### config.mk
export PLATFORM = sky130hd
export DESIGN_NAME = motor_startup_sequencer
export DESIGN_NICKNAME = d
export VERILOG_FILES = /design/src/hw/rtl/mss_pkg.sv /design/src/hw/rtl/mss_calib.sv /design/src/hw/rtl/motor_startup_sequencer.sv
export VERILOG_INCLUDE_DIRS = /design/src /design/src/hw/rtl
export SDC_FILE = /design/constraint.sdc
export NUM_CORES = 2
export LEC_CHECK = 0
export BUFFER_PORTS_ARGS = -buffer_cell sky130_fd_sc_hd__buf_2
export CORE_ASPECT_RATIO = 2
export CORE_MARGIN = 4
export CORE_UTILIZATION = 40
export DETAILED_ROUTE_END_ITERATION = 8
export GPL_ROUTABILITY_DRIVEN = 0
export PLACE_DENSITY = 0.61
export SYNTH_ARGS = -nofsm -noshare
export SYNTH_HDL_FRONTEND = slang
export SYNTH_SLANG_ARGS = --single-unit
### constraint.sdc
create_clock -name clk -period 7.05 [get_ports clk]
set_input_delay 0.3525 -clock clk [delete_from_list [all_inputs] [get_ports clk]]
set_output_delay 0.3525 -clock clk [all_outputs]
set_load 0.01 [all_outputs]
### src/hw/rtl/motor_startup_sequencer_defines.svh
// Assertion macros used by the motor startup sequencer top level.
`ifndef MOTOR_STARTUP_SEQUENCER_DEFINES_SVH
`define MOTOR_STARTUP_SEQUENCER_DEFINES_SVH

// Same-cycle implication, checked on every rising edge out of reset.
`define MSS_ASSERT_IMP(label, clk, rst_n, ante, cons, msg) \
    label: assert property (@(posedge clk) disable iff (!rst_n) (ante) |-> (cons)) \
        else $error(msg);

// Next-cycle implication, checked on every rising edge out of reset.
`define MSS_ASSERT_NXT(label, clk, rst_n, ante, cons, msg) \
    label: assert property (@(posedge clk) disable iff (!rst_n) (ante) |=> (cons)) \
        else $error(msg);

`endif

### src/hw/rtl/mss_pkg.sv
// Shared types, codes, constants and the transition table of the startup sequencer.
`default_nettype none

package mss_pkg;

    localparam int CALIB_SAMPLES = 500;
    localparam int CALIB_CNT_W   = $clog2(CALIB_SAMPLES + 1);
    localparam int SUM_W         = 21;
    localparam int ADC_W         = 12;
    localparam int VBUS_W        = 16;
    localparam int ENC_W         = 16;
    localparam int CFG_W         = 16;
    localparam int CFG_IDX_W     = 2;
    localparam int NUM_ADC       = 3;

    // Reciprocal of the sample count, exact for every sum below 2**SUM_W.
    localparam int RECIP_SHIFT = 31;
    localparam int RECIP_W     = 32;
    localparam int PROD_W      = SUM_W + RECIP_W;
    localparam logic [RECIP_W-1:0] CALIB_RECIP = RECIP_W'(
        ((64'd1 << RECIP_SHIFT) + 64'(CALIB_SAMPLES) - 64'd1) / 64'(CALIB_SAMPLES));

    localparam logic [CFG_W-1:0] BUS_LOW_RST     = 16'd1000;
    localparam logic [CFG_W-1:0] BUS_HIGH_RST    = 16'd60000;
    localparam logic [CFG_W-1:0] ALIGN_TICKS_RST = 16'd1000;

    typedef enum logic [CFG_IDX_W-1:0] {
        CFG_BUS_LOW     = 2'd0,
        CFG_BUS_HIGH    = 2'd1,
        CFG_ALIGN_TICKS = 2'd2
    } cfg_idx_t;

    typedef enum logic [2:0] {
        ST_RESET = 3'd0,
        ST_INIT  = 3'd1,
        ST_READY = 3'd2,
        ST_CALIB = 3'd3,
        ST_ALIGN = 3'd4,
        ST_RUN   = 3'd5,
        ST_FAULT = 3'd6
    } state_t;

    typedef enum logic [3:0] {
        EV_FAULT      = 4'd0,
        EV_CLEAR      = 4'd1,
        EV_RESET      = 4'd2,
        EV_START      = 4'd3,
        EV_BUS_WAIT   = 4'd4,
        EV_BUS_OK     = 4'd5,
        EV_RESTART    = 4'd6,
        EV_HOLD       = 4'd7,
        EV_READY      = 4'd8,
        EV_CALIB      = 4'd9,
        EV_CALIB_DONE = 4'd10,
        EV_ALIGN      = 4'd11,
        EV_ALIGN_DONE = 4'd12,
        EV_RUN        = 4'd13,
        EV_FLASH_ON   = 4'd14
    } evt_t;

    typedef enum logic [2:0] {
        HND_FAULT = 3'd0,
        HND_RESET = 3'd1,
        HND_INIT  = 3'd2,
        HND_READY = 3'd3,
        HND_CALIB = 3'd4,
        HND_ALIGN = 3'd5,
        HND_RUN   = 3'd6
    } hnd_t;

    typedef enum logic [1:0] {
        PH_D_AXIS = 2'd0,
        PH_Q_AXIS = 2'd1,
        PH_Q_DONE = 2'd2
    } align_ph_t;

    typedef enum logic [1:0] {
        AXIS_NONE = 2'd0,
        AXIS_D    = 2'd1,
        AXIS_Q    = 2'd2
    } axis_t;

    typedef struct packed {
        logic                          done;
        logic [NUM_ADC-1:0][ADC_W-1:0] offset;
    } calib_out_t;

    // Event by state transition table; unknown event codes land in fault.
    function automatic hnd_t handler_sel(evt_t ev, state_t st);
        hnd_t h;
        h = HND_FAULT;
        unique case (ev)
            EV_FAULT:      h = HND_FAULT;
            EV_CLEAR:      if (st == ST_FAULT) h = HND_INIT;
            EV_RESET:      if (st == ST_RESET || st == ST_INIT || st == ST_READY) h = HND_RESET;
            EV_START:      if (st == ST_RESET) h = HND_INIT;
            EV_BUS_WAIT:   if (st == ST_INIT) h = HND_INIT;
            EV_BUS_OK:     if (st == ST_INIT) h = HND_READY;
            EV_RESTART:
            begin
                if (st == ST_READY)
                    h = HND_READY;
                else if (st == ST_CALIB || st == ST_ALIGN || st == ST_RUN)
                    h = HND_INIT;
            end
            EV_HOLD:       if (st == ST_READY) h = HND_READY;
            EV_READY:      if (st == ST_READY) h = HND_CALIB;
            EV_CALIB:      if (st == ST_CALIB) h = HND_CALIB;
            EV_CALIB_DONE: if (st == ST_CALIB) h = HND_ALIGN;
            EV_ALIGN:      if (st == ST_ALIGN) h = HND_ALIGN;
            EV_ALIGN_DONE: if (st == ST_ALIGN) h = HND_RUN;
            EV_RUN:        if (st == ST_RUN) h = HND_RUN;
            EV_FLASH_ON:   if (st == ST_READY) h = HND_RUN;
            default:       h = HND_FAULT;
        endcase
        return h;
    endfunction

endpackage

`default_nettype wire

### src/hw/rtl/mss_calib.sv
// ADC zero-offset calibration: per-channel accumulators and reciprocal averaging.
`default_nettype none

module mss_calib
    import mss_pkg::*;
(
    input  wire logic                          clk,
    input  wire logic                          rst_n,
    input  wire logic                          step,
    input  wire logic [NUM_ADC-1:0][ADC_W-1:0] adc,
    output calib_out_t                         stat
);

    logic [CALIB_CNT_W-1:0]        count_reg;
    logic [NUM_ADC-1:0][SUM_W-1:0] sum_reg;
    logic [NUM_ADC-1:0][ADC_W-1:0] held_reg;
    logic [NUM_ADC-1:0][ADC_W-1:0] avg;
    logic [PROD_W-1:0]             prod [NUM_ADC];
    logic                          done;

    assign done = (count_reg >= CALIB_CNT_W'(CALIB_SAMPLES));

    // Divide each sum by the sample count through the reciprocal
    always_comb
    begin
        for (int i = 0; i < NUM_ADC; i++)
        begin
            prod[i] = PROD_W'(sum_reg[i]) * PROD_W'(CALIB_RECIP);
            avg[i]  = prod[i][RECIP_SHIFT +: ADC_W];
        end
    end

    always_ff @(posedge clk or negedge rst_n)
    begin
        if (!rst_n)
        begin
            count_reg <= '0;
            sum_reg   <= '0;
            held_reg  <= '0;
        end
        else if (step)
        begin
            if (!done)
            begin
                for (int i = 0; i < NUM_ADC; i++)
                    sum_reg[i] <= sum_reg[i] + SUM_W'(adc[i]);
                count_reg <= count_reg + 1'b1;
            end
            else
            begin
                held_reg  <= avg;
                sum_reg   <= '0;
                count_reg <= '0;
            end
        end
    end

    assign stat.done   = done;
    assign stat.offset = (step && done) ? avg : held_reg;

endmodule

`default_nettype wire

### src/hw/rtl/motor_startup_sequencer.sv
// Top level of the motor startup sequencer: tick pipeline, state machine and alignment.
// Each accepted request waits in the input stage until the result register is empty
//   or being drained. Throughput: one request per clock while results are taken; the
//   table step and the reciprocal multiply of the calibration averages are combinational.
// Reset: rst_n is asynchronous, active low; it empties both pipeline stages, puts the
//   machine in the reset state with the reset event pending and loads register defaults.
`default_nettype none

`include "motor_startup_sequencer_defines.svh"

module motor_startup_sequencer
    import mss_pkg::*;
(
    input  wire logic                 clk,
    input  wire logic                 rst_n,

    // Configuration write port
    input  wire logic                 cfg_we,
    input  wire logic [CFG_IDX_W-1:0] cfg_index,
    input  wire logic [CFG_W-1:0]     cfg_wdata,

    // Tick request channel
    input  wire logic                 in_valid,
    output logic                      in_ready,
    input  wire logic                 ext_event_valid,
    input  wire logic [3:0]           ext_event,
    input  wire logic [VBUS_W-1:0]    bus_voltage,
    input  wire logic [ADC_W-1:0]     adc_a,
    input  wire logic [ADC_W-1:0]     adc_b,
    input  wire logic [ADC_W-1:0]     adc_c,
    input  wire logic [ENC_W-1:0]     encoder_position,

    // Result channel
    output logic                      out_valid,
    input  wire logic                 out_ready,
    output logic [2:0]                state_code,
    output logic [3:0]                next_event,
    output logic                      pwm_disable,
    output logic [1:0]                align_axis,
    output logic                      run_active,
    output logic                      driver_init,
    output logic                      offset_valid,
    output logic [ADC_W-1:0]          offset_a,
    output logic [ADC_W-1:0]          offset_b,
    output logic [ADC_W-1:0]          offset_c,
    output logic [ENC_W-1:0]          rotor_offset,
    output logic                      observer_init
);

    // Configuration registers
    logic [CFG_W-1:0] bus_low_reg;
    logic [CFG_W-1:0] bus_high_reg;
    logic [CFG_W-1:0] align_ticks_reg;

    // Input stage
    logic                          s1_valid_reg;
    logic                          s1_ev_valid_reg;
    logic [3:0]                    s1_ev_reg;
    logic [VBUS_W-1:0]             s1_vbus_reg;
    logic [NUM_ADC-1:0][ADC_W-1:0] s1_adc_reg;
    logic [ENC_W-1:0]              s1_enc_reg;
    logic                          s1_advance;
    logic                          in_accept;

    // Sequencer state
    state_t           state_reg,       state_next;
    evt_t             pend_reg,        pend_next;
    logic [CFG_W-1:0] align_count_reg, align_count_next;
    align_ph_t        align_phase_reg, align_phase_next;
    logic [ENC_W-1:0] enc_offset_reg,  enc_offset_next;

    // Per-tick decode
    evt_t       tick_ev;
    hnd_t       hnd;
    logic       bus_ok;
    logic       align_busy;
    logic       calib_step;
    calib_out_t calib_stat;

    // Per-tick outputs
    logic  pwm_off;
    axis_t axis;
    logic  run;
    logic  drv;
    logic  ovalid;
    logic  obs;

    // Result register
    logic                          out_valid_reg;
    state_t                        out_state_reg;
    evt_t                          out_next_ev_reg;
    logic                          out_pwm_off_reg;
    axis_t                         out_axis_reg;
    logic                          out_run_reg;
    logic                          out_drv_reg;
    logic                          out_ovalid_reg;
    logic [NUM_ADC-1:0][ADC_W-1:0] out_offset_reg;
    logic [ENC_W-1:0]              out_enc_reg;
    logic                          out_obs_reg;

    //--------------------------------------------------------------------------
    // Configuration: take a write whenever the enable is high; drop unknown indexes
    //--------------------------------------------------------------------------
    always_ff @(posedge clk or negedge rst_n)
    begin
        if (!rst_n)
        begin
            bus_low_reg     <= BUS_LOW_RST;
            bus_high_reg    <= BUS_HIGH_RST;
            align_ticks_reg <= ALIGN_TICKS_RST;
        end
        else if (cfg_we)
        begin
            unique case (cfg_index)
                CFG_BUS_LOW:     bus_low_reg     <= cfg_wdata;
                CFG_BUS_HIGH:    bus_high_reg    <= cfg_wdata;
                CFG_ALIGN_TICKS: align_ticks_reg <= cfg_wdata;
                default:         ;
            endcase
        end
    end

    //--------------------------------------------------------------------------
    // Pipeline control: the input stage advances whenever the result register
    // is empty or being drained, so a new request can enter every cycle.
    //--------------------------------------------------------------------------
    assign s1_advance = s1_valid_reg && (!out_valid_reg || out_ready);
    assign in_ready   = !s1_valid_reg || s1_advance;
    assign in_accept  = in_valid && in_ready;

    always_ff @(posedge clk or negedge rst_n)
    begin
        if (!rst_n)
            s1_valid_reg <= 1'b0;
        else if (in_accept)
            s1_valid_reg <= 1'b1;
        else if (s1_advance)
            s1_valid_reg <= 1'b0;
    end

    // Hold the request payload in the input stage
    always_ff @(posedge clk)
    begin
        if (in_accept)
        begin
            s1_ev_valid_reg <= ext_event_valid;
            s1_ev_reg       <= ext_event;
            s1_vbus_reg     <= bus_voltage;
            s1_adc_reg      <= {adc_c, adc_b, adc_a};
            s1_enc_reg      <= encoder_position;
        end
    end

    //--------------------------------------------------------------------------
    // Tick decode: an external event overrides the pending one, then the
    // transition table picks the handler for this tick.
    //--------------------------------------------------------------------------
    assign tick_ev    = s1_ev_valid_reg ? evt_t'(s1_ev_reg) : pend_reg;
    assign hnd        = handler_sel(tick_ev, state_reg);
    assign bus_ok     = (s1_vbus_reg > bus_low_reg) && (s1_vbus_reg < bus_high_reg);
    assign align_busy = (align_count_reg < align_ticks_reg);
    assign calib_step = s1_advance && (hnd == HND_CALIB);

    mss_calib u_calib
    (
        .clk   (clk),
        .rst_n (rst_n),
        .step  (calib_step),
        .adc   (s1_adc_reg),
        .stat  (calib_stat)
    );

    //--------------------------------------------------------------------------
    // Next state: state, pending event and alignment progress
    //--------------------------------------------------------------------------
    always_comb
    begin
        state_next       = state_reg;
        pend_next        = pend_reg;
        align_count_next = align_count_reg;
        align_phase_next = align_phase_reg;
        enc_offset_next  = enc_offset_reg;

        unique case (hnd)
            HND_RESET:
            begin
                state_next = ST_RESET;
                pend_next  = EV_START;
            end
            HND_INIT:
            begin
                state_next = ST_INIT;
                pend_next  = bus_ok ? EV_BUS_OK : EV_BUS_WAIT;
            end
            HND_READY:
            begin
                state_next = ST_READY;
                pend_next  = EV_READY;
            end
            HND_CALIB:
            begin
                state_next = ST_CALIB;
                pend_next  = calib_stat.done ? EV_CALIB_DONE : EV_CALIB;
            end
            HND_ALIGN:
            begin
                state_next = ST_ALIGN;
                pend_next  = EV_ALIGN;
                // Drive the current axis until the tick budget runs out, then
                // step d capture -> q drive -> q settle -> done.
                priority if (align_busy)
                begin
                    align_count_next = align_count_reg + 1'b1;
                end
                else if (align_phase_reg == PH_Q_AXIS)
                begin
                    align_phase_next = PH_Q_DONE;
                end
                else if (align_phase_reg == PH_Q_DONE)
                begin
                    align_count_next = '0;
                    align_phase_next = PH_D_AXIS;
                    pend_next        = EV_ALIGN_DONE;
                end
                else
                begin
                    align_count_next = '0;
                    align_phase_next = PH_Q_AXIS;
                    enc_offset_next  = s1_enc_reg;
                end
            end
            HND_RUN:
            begin
                state_next = ST_RUN;
                pend_next  = EV_RUN;
            end
            default:
            begin
                state_next = ST_FAULT;
                pend_next  = EV_FAULT;
            end
        endcase
    end

    //--------------------------------------------------------------------------
    // Outputs of this tick
    //--------------------------------------------------------------------------
    always_comb
    begin
        pwm_off = 1'b0;
        axis    = AXIS_NONE;
        run     = 1'b0;
        drv     = 1'b0;
        ovalid  = 1'b0;
        obs     = 1'b0;

        unique case (hnd)
            HND_RESET: pwm_off = 1'b1;
            HND_INIT:
            begin
                pwm_off = 1'b1;
                drv     = 1'b1;
            end
            HND_READY: ;
            HND_CALIB: ovalid = calib_stat.done;
            HND_ALIGN:
            begin
                if (align_busy)
                    axis = (align_phase_reg == PH_D_AXIS) ? AXIS_D : AXIS_Q;
                else
                    obs = (align_phase_reg == PH_Q_DONE);
            end
            HND_RUN:   run = 1'b1;
            default:   pwm_off = 1'b1;
        endcase
    end

    //--------------------------------------------------------------------------
    // State registers: advance only when the tick moves into the result register
    //--------------------------------------------------------------------------
    always_ff @(posedge clk or negedge rst_n)
    begin
        if (!rst_n)
        begin
            state_reg       <= ST_RESET;
            pend_reg        <= EV_RESET;
            align_count_reg <= '0;
            align_phase_reg <= PH_D_AXIS;
            enc_offset_reg  <= '0;
        end
        else if (s1_advance)
        begin
            state_reg       <= state_next;
            pend_reg        <= pend_next;
            align_count_reg <= align_count_next;
            align_phase_reg <= align_phase_next;
            enc_offset_reg  <= enc_offset_next;
        end
    end

    //--------------------------------------------------------------------------
    // Result register
    //--------------------------------------------------------------------------
    always_ff @(posedge clk or negedge rst_n)
    begin
        if (!rst_n)
            out_valid_reg <= 1'b0;
        else if (s1_advance)
            out_valid_reg <= 1'b1;
        else if (out_ready)
            out_valid_reg <= 1'b0;
    end

    always_ff @(posedge clk)
    begin
        if (s1_advance)
        begin
            out_state_reg   <= state_next;
            out_next_ev_reg <= pend_next;
            out_pwm_off_reg <= pwm_off;
            out_axis_reg    <= axis;
            out_run_reg     <= run;
            out_drv_reg     <= drv;
            out_ovalid_reg  <= ovalid;
            out_offset_reg  <= calib_stat.offset;
            out_enc_reg     <= enc_offset_next;
            out_obs_reg     <= obs;
        end
    end

    assign out_valid      = out_valid_reg;
    assign state_code     = out_state_reg;
    assign next_event     = out_next_ev_reg;
    assign pwm_disable    = out_pwm_off_reg;
    assign align_axis     = out_axis_reg;
    assign run_active     = out_run_reg;
    assign driver_init    = out_drv_reg;
    assign offset_valid   = out_ovalid_reg;
    assign offset_a       = out_offset_reg[0];
    assign offset_b       = out_offset_reg[1];
    assign offset_c       = out_offset_reg[2];
    assign rotor_offset   = out_enc_reg;
    assign observer_init  = out_obs_reg;

    //--------------------------------------------------------------------------
    // Checks
    //--------------------------------------------------------------------------
    `MSS_ASSERT_IMP(a_obs_in_align, clk, rst_n,
        out_valid_reg && out_obs_reg,
        out_state_reg == ST_ALIGN && out_next_ev_reg == EV_ALIGN_DONE,
        "observer init outside alignment completion")
    `MSS_ASSERT_IMP(a_ovalid_in_calib, clk, rst_n,
        out_valid_reg && out_ovalid_reg,
        out_state_reg == ST_CALIB && out_next_ev_reg == EV_CALIB_DONE,
        "offset valid outside calibration completion")
    `MSS_ASSERT_IMP(a_axis_drive, clk, rst_n,
        out_valid_reg && out_axis_reg != AXIS_NONE,
        out_state_reg == ST_ALIGN && !out_pwm_off_reg,
        "axis driven outside alignment or with PWM off")
    `MSS_ASSERT_IMP(a_ready_when_empty, clk, rst_n,
        !out_valid_reg,
        in_ready,
        "input stalled while result register is empty")
    `MSS_ASSERT_NXT(a_advance_fills, clk, rst_n,
        s1_advance,
        out_valid_reg,
        "advanced tick did not reach the result register")

endmodule

`default_nettype wire

Yosys cells after proc, flatten, opt, wreduce, memory -nomap -nowiden

Index checks and enable logic that the tools add are counted.

Register bits: 338
Bits of input ports: 96
Output and inout bits: 68
Word-level logic and storage cells: 151

$add $sub $neg: 5
$mul: 3
Order comparisons: 4
Eq/ne operators: 31
Muxes and demuxes: 43
Bitwise operators: 2
Reductions and logical operators: 27

Operators by type and width:

| operator                                                              | count |
|---|---|
| 21-bit by 20-bit multiplier with 40-bit output, second input constant | 3 |
| 16-bit 2-to-1 mux                                                     | 6 |
| 21-bit by 12-bit adder with 21-bit output                             | 3 |
| 63-bit 2-to-1 mux                                                     | 1 |
| 3-bit one-hot mux with 14 select lines                                | 1 |
| 36-bit 2-to-1 mux                                                     | 1 |
| 16-bit less-than comparator                                           | 2 |
| 3-bit 2-to-1 mux                                                      | 10 |
| 4-bit == test, second input constant                                  | 7 |
| 4-bit one-hot mux with 6 select lines                                 | 1 |
| 2-bit 2-to-1 mux                                                      | 10 |
| 3-bit == test, second input constant                                  | 6 |
| 3-bit one-hot mux with 6 select lines                                 | 1 |
| 16-bit by 1-bit adder with 16-bit output, second input constant       | 1 |
| 4-bit by 3-bit == test with 1-bit output, second input constant       | 4 |
| 16-bit > comparator                                                   | 1 |
| 3-bit by 2-bit == test with 1-bit output, second input constant       | 4 |
| 1-bit 2-to-1 mux                                                      | 10 |
| 2-bit AND reduction                                                   | 5 |
| 9-bit by 1-bit adder with 9-bit output, second input constant         | 1 |
| 9-bit greater-or-equal comparator, second input constant              | 1 |
| 9-bit 2-to-1 mux                                                      | 1 |
| 4-bit by 2-bit == test with 1-bit output, second input constant       | 2 |
| 3-bit by 1-bit == test with 1-bit output, second input constant       | 2 |
| other kinds (15)                                                      | 31 |

Logic depth before layout (Yosys ltp)

Depth after elaboration: 10
Mapped depth: 21
Gate-level depth less buffers: 21

By module

A second synthesis with hierarchy kept.

Cell total of the unflattened synthesis: 2911
Area, all modules: 31659.1 µm²

By module, submodules not included:

| module                  | times used | cells each | area each (µm²) | seq. area each (µm²) |
|---|---|---|---|---|
| mss_calib               | 1          | 2228       | 21949.8         | 2702.6 |
| motor_startup_sequencer | 1          | 683        | 9709.3          | 6476.2 |

Least setup slack after synthesis

Ideal clock, no wire load.

Path kind: register -> register
From: reg u_calib.sum_reg[49] (netlist name)
To: reg out_offset_reg (netlist bit offset_c[9]) (data pin)
Library setup time: 0.290 ns
Arrival: 5.652 ns
Data required time: 6.760 ns
Setup slack: 1.108 ns
Cell stages (with the launch flop): 22
Path buffers: 0
Clock period less this slack: 5.942 ns
Cells stage by stage: dfrtp_1 -> ha_1 -> ha_1 -> fa_1 -> inv_1 -> fa_1 -> inv_1 -> fa_1 -> fa_1 -> inv_1 -> fa_1 -> inv_1 -> ha_1 -> a21oi_1 -> o21ai_1 -> or3_1 -> and3_1 -> o41ai_2 -> o21bai_1 -> a41oi_2 -> mux2i_1 -> o311ai_0

RTL lines:

| element                           | RTL line                       | RTL |
|---|---|---|
| from (decl)                       | mss_calib.sv:15                | `logic [NUM_ADC-1:0][SUM_W-1:0] sum_reg;` |
| from (signal, indexed assignment) | mss_calib.sv:46                | `sum_reg[i] <= sum_reg[i] + SUM_W'(adc[i]);` |
| to (signal assigned)              | motor_startup_sequencer.sv:325 | `out_offset_reg <= calib_stat.offset;` |
| to (decl)                         | motor_startup_sequencer.sv:97  | `logic [NUM_ADC-1:0][ADC_W-1:0] out_offset_reg;` |

==> impl_metrics.py <==
metrics = {
    "sta": {
        "final.setup.tns_ns": 0,
        "fin_skew_ns": 0.0416,
        "worst_pin_slew_ns": 0.993,
        "post-route-period-util": 0.933,
        "min_period_ns": 6.58,
        "slew_violations": 0,
        "max_freq_mhz": 152,
        "setup_viol": 0,
        "slew_headroom": 0.335,
        "rsz0062_at_grt": "false",
        "hold_viol": 0,
    },
    "final_layout": {
        "nets": 4206,
        "layout_common_cells": "611 x ha_1, 593 x inv_1, 276 x fa_1",
        "final_common_cell": "ha_1",
        "regArea_mm2": 0.00918,
        "insertedDiodeCount": 0,
        "multi_input_area_mm2": 0.0202,
        "largest_reg_flops": 63,
        "fill_cells": 7412,
        "drive_gt1_frac": 0.117,
        "layout-area-overhead-vs-synth_pct": 13.9,
        "instances_no_fill": 4288,
    },
    "floorplanning": {
        "rows": 146,
        "die-area_mm2": 0.0843,
        "start_util": 0.403,
        "die_y_um": 407,
        "ios": 164,
        "die_x_um": 207,
        "core_area_mm2": 0.0789,
    },
    "detailed_routing": {
        "drt_wl_total_um": 85500,
        "detail_route.wl_per_cell_um": 19.9,
        "viasPerCell": 5.14,
        "drc_errors": 0,
        "drt_iter0_markers": 865,
        "ant_nets": 0,
        "dr_total_vias": 22000,
        "drt-pass1-iter-count": 5,
    },
    "synth": {
        "synth_edf_count": 139,
        "ys_seq_area_frac": 0.289,
        "synth_nets": 3922,
        "ys_warn_count": 0,
        "netlist_area_mm2": 0.0318,
        "synth_cell_types": 87,
        "yosysTopAreaCell": "ha_1",
        "synth_top_area_frac": 0.241,
        "synth_seq_cells": 338,
        "syn_area_per_cell_um2": 10.8,
        "async_flop_share": 0.589,
        "synth_flop_cell": "dfrtp_1",
        "synthTopCellsByArea": "ha_1 24%, fa_1 17%, dfrtp_1 14%",
        "netlist_instances": 2939,
    },
    "power_and_ir_drop": {
        "switchingPower_uw": 6290,
        "vdd_drop_max_v": 0.000456,
        "combPwrFrac": 0.661,
        "finalPower_uw": 13500,
        "p_seq_frac": 0.184,
        "total_leakage_power_uw": 0.0188,
        "sw_frac_of_total": 0.466,
        "p_int_uw": 7210,
        "power_density_mw_per_mm2": 373,
        "pwr-share-clk": 0.155,
    },
    "setup_path": {
        "critical_path_class": "reg2reg",
        "worstPathMaxFanout": 8,
        "reg2reg_setup_slack_ns": 0.47,
        "crit_path_start_kind": "flop",
        "worstPathArrival_ns": 6.89,
        "end_kind": "flop",
        "required_ns": 7.36,
    },
    "grt": {
        "grt_max_degree": 105,
        "gr-usage-all-layers": 0.205,
        "grt_pass1_vias": 24100,
        "grt_first_pass_wirelength_um": 134000,
        "busiest_layer": "met2",
        "antenna_found_initial": 0,
        "grtUsageMet1": 0.202,
        "grt_util_met3": 0.0219,
        "grt_util_met2": 0.410,
        "overflow": 0,
    },
    "cts": {
        "post-cts-setup-buffers": 0,
        "cts_root_buf": "clkbuf_16",
        "clk_latency_ns": 0.60,
        "ctsResizeCount": 0,
        "ctsHtreeMaxLevel": 2,
        "cts_buffers": 37,
        "clock-sinks": 338,
        "holdBufCountCts": 88,
        "cts_tree": "yes",
        "clock_path_buffers": 3,
        "clkTransAtPathRegs_ns": 0.07,
    },
    "place": {
        "place_inst": 4132,
        "port_buffers": 163,
        "hpwl_um": 70300,
    },
    "run_status": {
        "outcome": "finished clean",
    },
    "flow_run": {
        "cap_violations": 0,
    },
    "worst_hold_path": {
        "hold_path.class": "in2reg",
    },
}
-- final cells by class --
cell class                 count  area share
clock inverter                22     0.00768
inverter                     595      0.0618
timing repair buffer         281      0.0537
tap                         1036      0.0358
multi-input combinational   1970       0.559
clock buffer                  46      0.0282
sequential                   338       0.254
-- through the flow --
step	setup slack, ns	area (um2)	util	hold slack (ns)
2_1_floorplan	1.11	31800	-	0.0569
3_3_place_gp	0.439	34000	0.431	0.421
3_5_place_dp	0.456	34000	0.431	0.427
4_1_cts	0.400	36200	0.458	0.00151
5_1_grt	0.263	36200	0.458	0.0334
6_report	0.473	36200	0.458	0.0358
-- Yosys cell counts, drive strengths merged, types with 11 or more instances --
cell type,number
ha,611
inv,595
fa,276
dfrtp,179
nand2,166
edfxtp,139
a21oi,114
o21ai,99
nor2,90
mux2,71
a21o,64
xnor2,56
nand3,45
clkbuf,26
nor3,25
o31ai,23
xor2,22
dfstp,20
or3,20
and3,19
nand4,19
a211oi,18
o21bai,18
o211ai,15
o21a,15
nand2b,13
mux2i,12
nor2b,12
a31oi,11
and4,11
-- critical path, cell delays in order, from the launching register on --
cell and delay [ns]:
dfrtp_1 0.65, ha_1 0.34, ha_1 0.30, ha_1 0.28
inv_1 0.04, fa_1 0.50, inv_1 0.06, fa_1 0.46
fa_1 0.50, inv_1 0.05, fa_1 0.48, inv_1 0.04
ha_1 0.19, a21oi_1 0.26, o21ai_1 0.15, or3_1 0.38
and3_1 0.22, o41ai_2 0.46, o21bai_1 0.24, a41oi_2 0.31
mux2i_1 0.21, o311ai_0 0.16
-- worst paths after layout --
| check | from | end | cells past startpoint |
|---|---|---|---|
| worst max-delay path | u_calib.sum_reg[50] | offset_c[9] | 21 |
| worst min-delay path | cfg_wdata[14] | bus_low_reg[14] | 3 |
| worst max register to register | u_calib.sum_reg[50] | offset_c[9] | 21 |
| worst min register to register | u_calib.held_reg[3] | u_calib.held_reg[3] | 2 |
| max in group asynchronous | rst_n | align_count_reg[7] | 3 |
| min in group asynchronous | rst_n | enc_offset_reg[13] | 2 |
-- metal layers --
layer | part of all wire | routed length [um]
met3 | 0.024 | 2070
met1 | 0.35 | 29600
met2 | 0.56 | 48000
met5 | 0 | 0
met4 | 0.069 | 5870
-- cell families after synthesis --
family                     after synthesis  synth area share
adders and majority gates              887             0.414
buffers and inverters                  631            0.0754
AOI/OAI and AO/OA                      464            0.0996
and+or+nand+nor                        458            0.0701
DFF                                    338             0.289
muxes                                   83            0.0301
xor gates and xnor gates                78            0.0215
-- power by group through the flow --
stage                     logic (uW)  clock network (uW)  registers (uW)
after CTS                       9000                2170            2490
final                           8920                2090            2490
after floorplan                 6430                   0            2440
after detailed placement        8880                   0            2520
after global routing           10200                2230            2510
after global placement          8760                   0            2520
Note: power is estimated with default switching activity, not from simulation.
